### config.mk
export PLATFORM = sky130hd
export DESIGN_NAME = heb_ram
export DESIGN_NICKNAME = d
export VERILOG_FILES = /design/src/hw/rtl/heb_ram.sv
export SDC_FILE = /design/constraint.sdc
export NUM_CORES = 1
export LEC_CHECK = 0
export ABC_AREA = 0
export BUFFER_PORTS_ARGS = -buffer_cell sky130_fd_sc_hd__clkbuf_2
export CAP_MARGIN = 15
export CORE_MARGIN = 2
export CORE_UTILIZATION = 65
export DETAILED_ROUTE_END_ITERATION = 8
export HOLD_SLACK_MARGIN = 0.08
export PLACE_DENSITY = 0.91
export SYNTH_ARGS = -nofsm -noshare
export SYNTH_HDL_FRONTEND = slang
export SYNTH_SLANG_ARGS = --single-unit
### constraint.sdc
create_clock -name clock -period 3.9 [get_ports clock]
set_clock_uncertainty 0.15 [all_clocks]
set_input_delay 0.78 -clock clock [delete_from_list [all_inputs] [get_ports clock]]
set_output_delay 0.78 -clock clock [all_outputs]
set_load 0.03 [all_outputs]
### src/hw/rtl/heb_ram.sv
module heb_ram #(
   parameter int WIDTH = 8,
   parameter int DEPTH = 16
) (
   input  logic                     clock,
   input  logic                     wr_en,
   input  logic [$clog2(DEPTH)-1:0] wr_addr,
   input  logic [WIDTH-1:0]         wr_data,
   input  logic                     rd_en,
   input  logic [$clog2(DEPTH)-1:0] rd_addr,
   output logic [WIDTH-1:0]         rd_data
);

   logic [WIDTH-1:0] mem [DEPTH];

   // Single write port, registered read port.
   always_ff @(posedge clock) begin
      if (wr_en) begin
         mem[wr_addr] <= wr_data;
      end
      if (rd_en) begin
         rd_data <= mem[rd_addr];
      end
   end

endmodule

==> results.txt <==
IO buf count: 26
FF+latch count, synth: 136
Final TNS setup: 0 ns
Sequential area share after synthesis: 78.1%
Worst Path Arrival: 2.49 ns
Routed Antenna Nets: 0
Die width: 93.7 µm
R2R depth: 3
Final Hold Fails: 0
Max Fclk: 417 MHz
Part of the cycle the worst path needs: 61.5%
Initial Utilization: 67.3%
Fillers: 375
Root buf cell: clkbuf_8
Full die area: 8780 µm²
Die H: 93.7 µm
Placed cell count: 352
CTS Sinks: 136
Vias: 2,537
Vias in the first global route: 2,493
N_diodes: 0
Maximum root-to-sink buffer count: 2
Post-CTS Resized: 0
Initial antenna violation count: 0
Worst-Margin Slew: 0.881 ns
Max Slew Vio Count: 0
WL/cell: 28.6 µm
Worst hold slack: 0.495 ns
RSZ-0062 raised after global routing: false
Crit path launch type: primary input
Synthesized instance count: 229
Largest net degree at the start of global routing: 33
All-Layer GR Usage: 27.8%
Area delta synth->final: 16.4%
Routed vias/inst: 6.61
Detailed Place HPWL: 6050 µm
Grt total ovfl: 0
Status: finished clean
Clk_lat worst skew: 0.52 ns
Initial drt markers: 266
CTS H-tree depth: 4
Num CTS Buffers: 17
Final cell count without fillers: 384
Row count: 32
Yosys cell types: 18
Postcts setup bufs: 0
Req. time, crit path: 3.99 ns
Drt drc: 0
Total power: 3530 µW
Max-Slew Margin vs Limit: 41.1%
Leak pwr: 0.00205 µW
Hold Path Depth: 1
Final setup viols: 0
Share of layout cells above drive strength 1: 29.1%
Core footprint: 7770 µm²
First-pass GRT wire length: 16,100 µm
Top Ports: 27
Worst min path class: in -> reg
Detailed-route wire length: 11,000 µm
Avg Inst Size Synth: 22.8 µm²
Crit path time final: 2.40 ns
Warnings from Yosys: 0
Total iterations of the first detailed-routing run: 4
Critical path peak fanout: 18
CTS tree: done
WS Path Type: in -> reg
MaxCap Viol Count: 0
Final worst slack: 1.50 ns
Peak VDD IR: 0.443 mV
Layout Nets: 288
CTS Hold Buffers Added: 0
Syn_nets: 248
Worst setup EP type: register
Dpl ws: 1.00 ns
Synthesized cell area: 5230 µm²
Placer Congestion: 0.746
PD cells: 580 nW/µm²
Clock-pin slew on the worst setup and hold paths: 0.06 ns
cells in the final DEF, fill, tap and decap left out:
master,netlist,routed
clkinv_4,0,3
bufinv_16,0,5
and2_1,1,1
edfxtp_1,136,136
clkinvlp_4,0,2
nor3_1,4,4
nand2b_1,2,2
or3b_2,1,1
clkbuf_16,0,16
nand2_1,9,9
clkbuf_8,0,1
and2b_1,1,1
buf_4,1,4
clkinv_2,0,3
mux4_2,18,18
nand3b_1,2,2
nor2b_1,1,1
a22oi_1,16,16
mux4_1,14,14
buf_12,0,1
inv_6,0,2
clkbuf_2,0,26
nand3_1,1,1
nor2_1,13,13
layer usage:
metal	wire length (µm)	track usage [%]	up-vias
li1	-	-	1060
met1	4360	40.2	1306
met2	5570	42.0	165
met3	913	7.95	6
met4	129	9.54	0
met5	0	0	-
registers in the layout (all words and copies together) (netlist names):
signal and cells:
mem 128, rd_data 8
synth_stat cells (all sizes together):
cell type      instances  area [µm²]
edfxtp               136        4080
nand2                  9        33.8
nand2b                 2        12.5
nand3b                 2        15.0
clkdlybuf4s25          3        30.0
nor2                  13        48.8
or3b                   1        8.76
buf                    7        56.3
and2b                  1        7.51
mux4                  32         773
and2                   1        6.26
nand3                  1        5.00
nor3                   4        20.0
nor2b                  1        6.26
a22oi                 16         120
final cells by class:
class / instances / area [µm²] / share of cell area (%)
Multi-Input combinational cell: 83 / 1060 / 17.4
Clock inverter: 15 / 224 / 3.68
Sequential cell: 136 / 4080 / 67.1
Tap cell: 102 / 128 / 2.10
Timing Repair Buffer: 31 / 180 / 2.96
Clock buffer: 17 / 414 / 6.80
worst max-delay path, stage by stage:
cell and delay, ns:
clkbuf_2 0.45, buf_12 0.27, mux4_2 0.51, a22oi_1 0.33
nand2_1 0.14
worst paths after layout:
path                                      startpoint                   end  slack (ns)
worst max-delay path                      rd_addr[0]  rd_data[0]$_DFFE_PP_        1.50
worst min-delay path                           rd_en  rd_data[1]$_DFFE_PP_        0.50
worst max register to register  mem[12][0]$_DFFE_PP_  rd_data[0]$_DFFE_PP_        2.16
worst min register to register   mem[0][3]$_DFFE_PP_  rd_data[3]$_DFFE_PP_        0.64
cell families after synthesis:
group,synth area share (%)
and+or+nand+nor,3.14
muxes,14.8
AOI/OAI and AO/OA,2.30
DFF,78.1
buffers and inverters,1.65
through the flow:
step / util, % / instance area (µm²)
after floorplan: - / 5230
after global placement: 70.2 / 5450
after detailed placement: 70.2 / 5450
after CTS: 78.4 / 6090
after global routing: 78.4 / 6090
final: 78.4 / 6090
power breakdown:
part	switching, µW	internal, µW	total, µW	leakage, µW
registers	10.7	1650	1660	0.00124
logic	104	59.7	164	0.000509
clock network	601	1110	1710	0.000308
total	716	2810	3530	0.00205
Note: power is estimated with default switching activity, not from simulation.
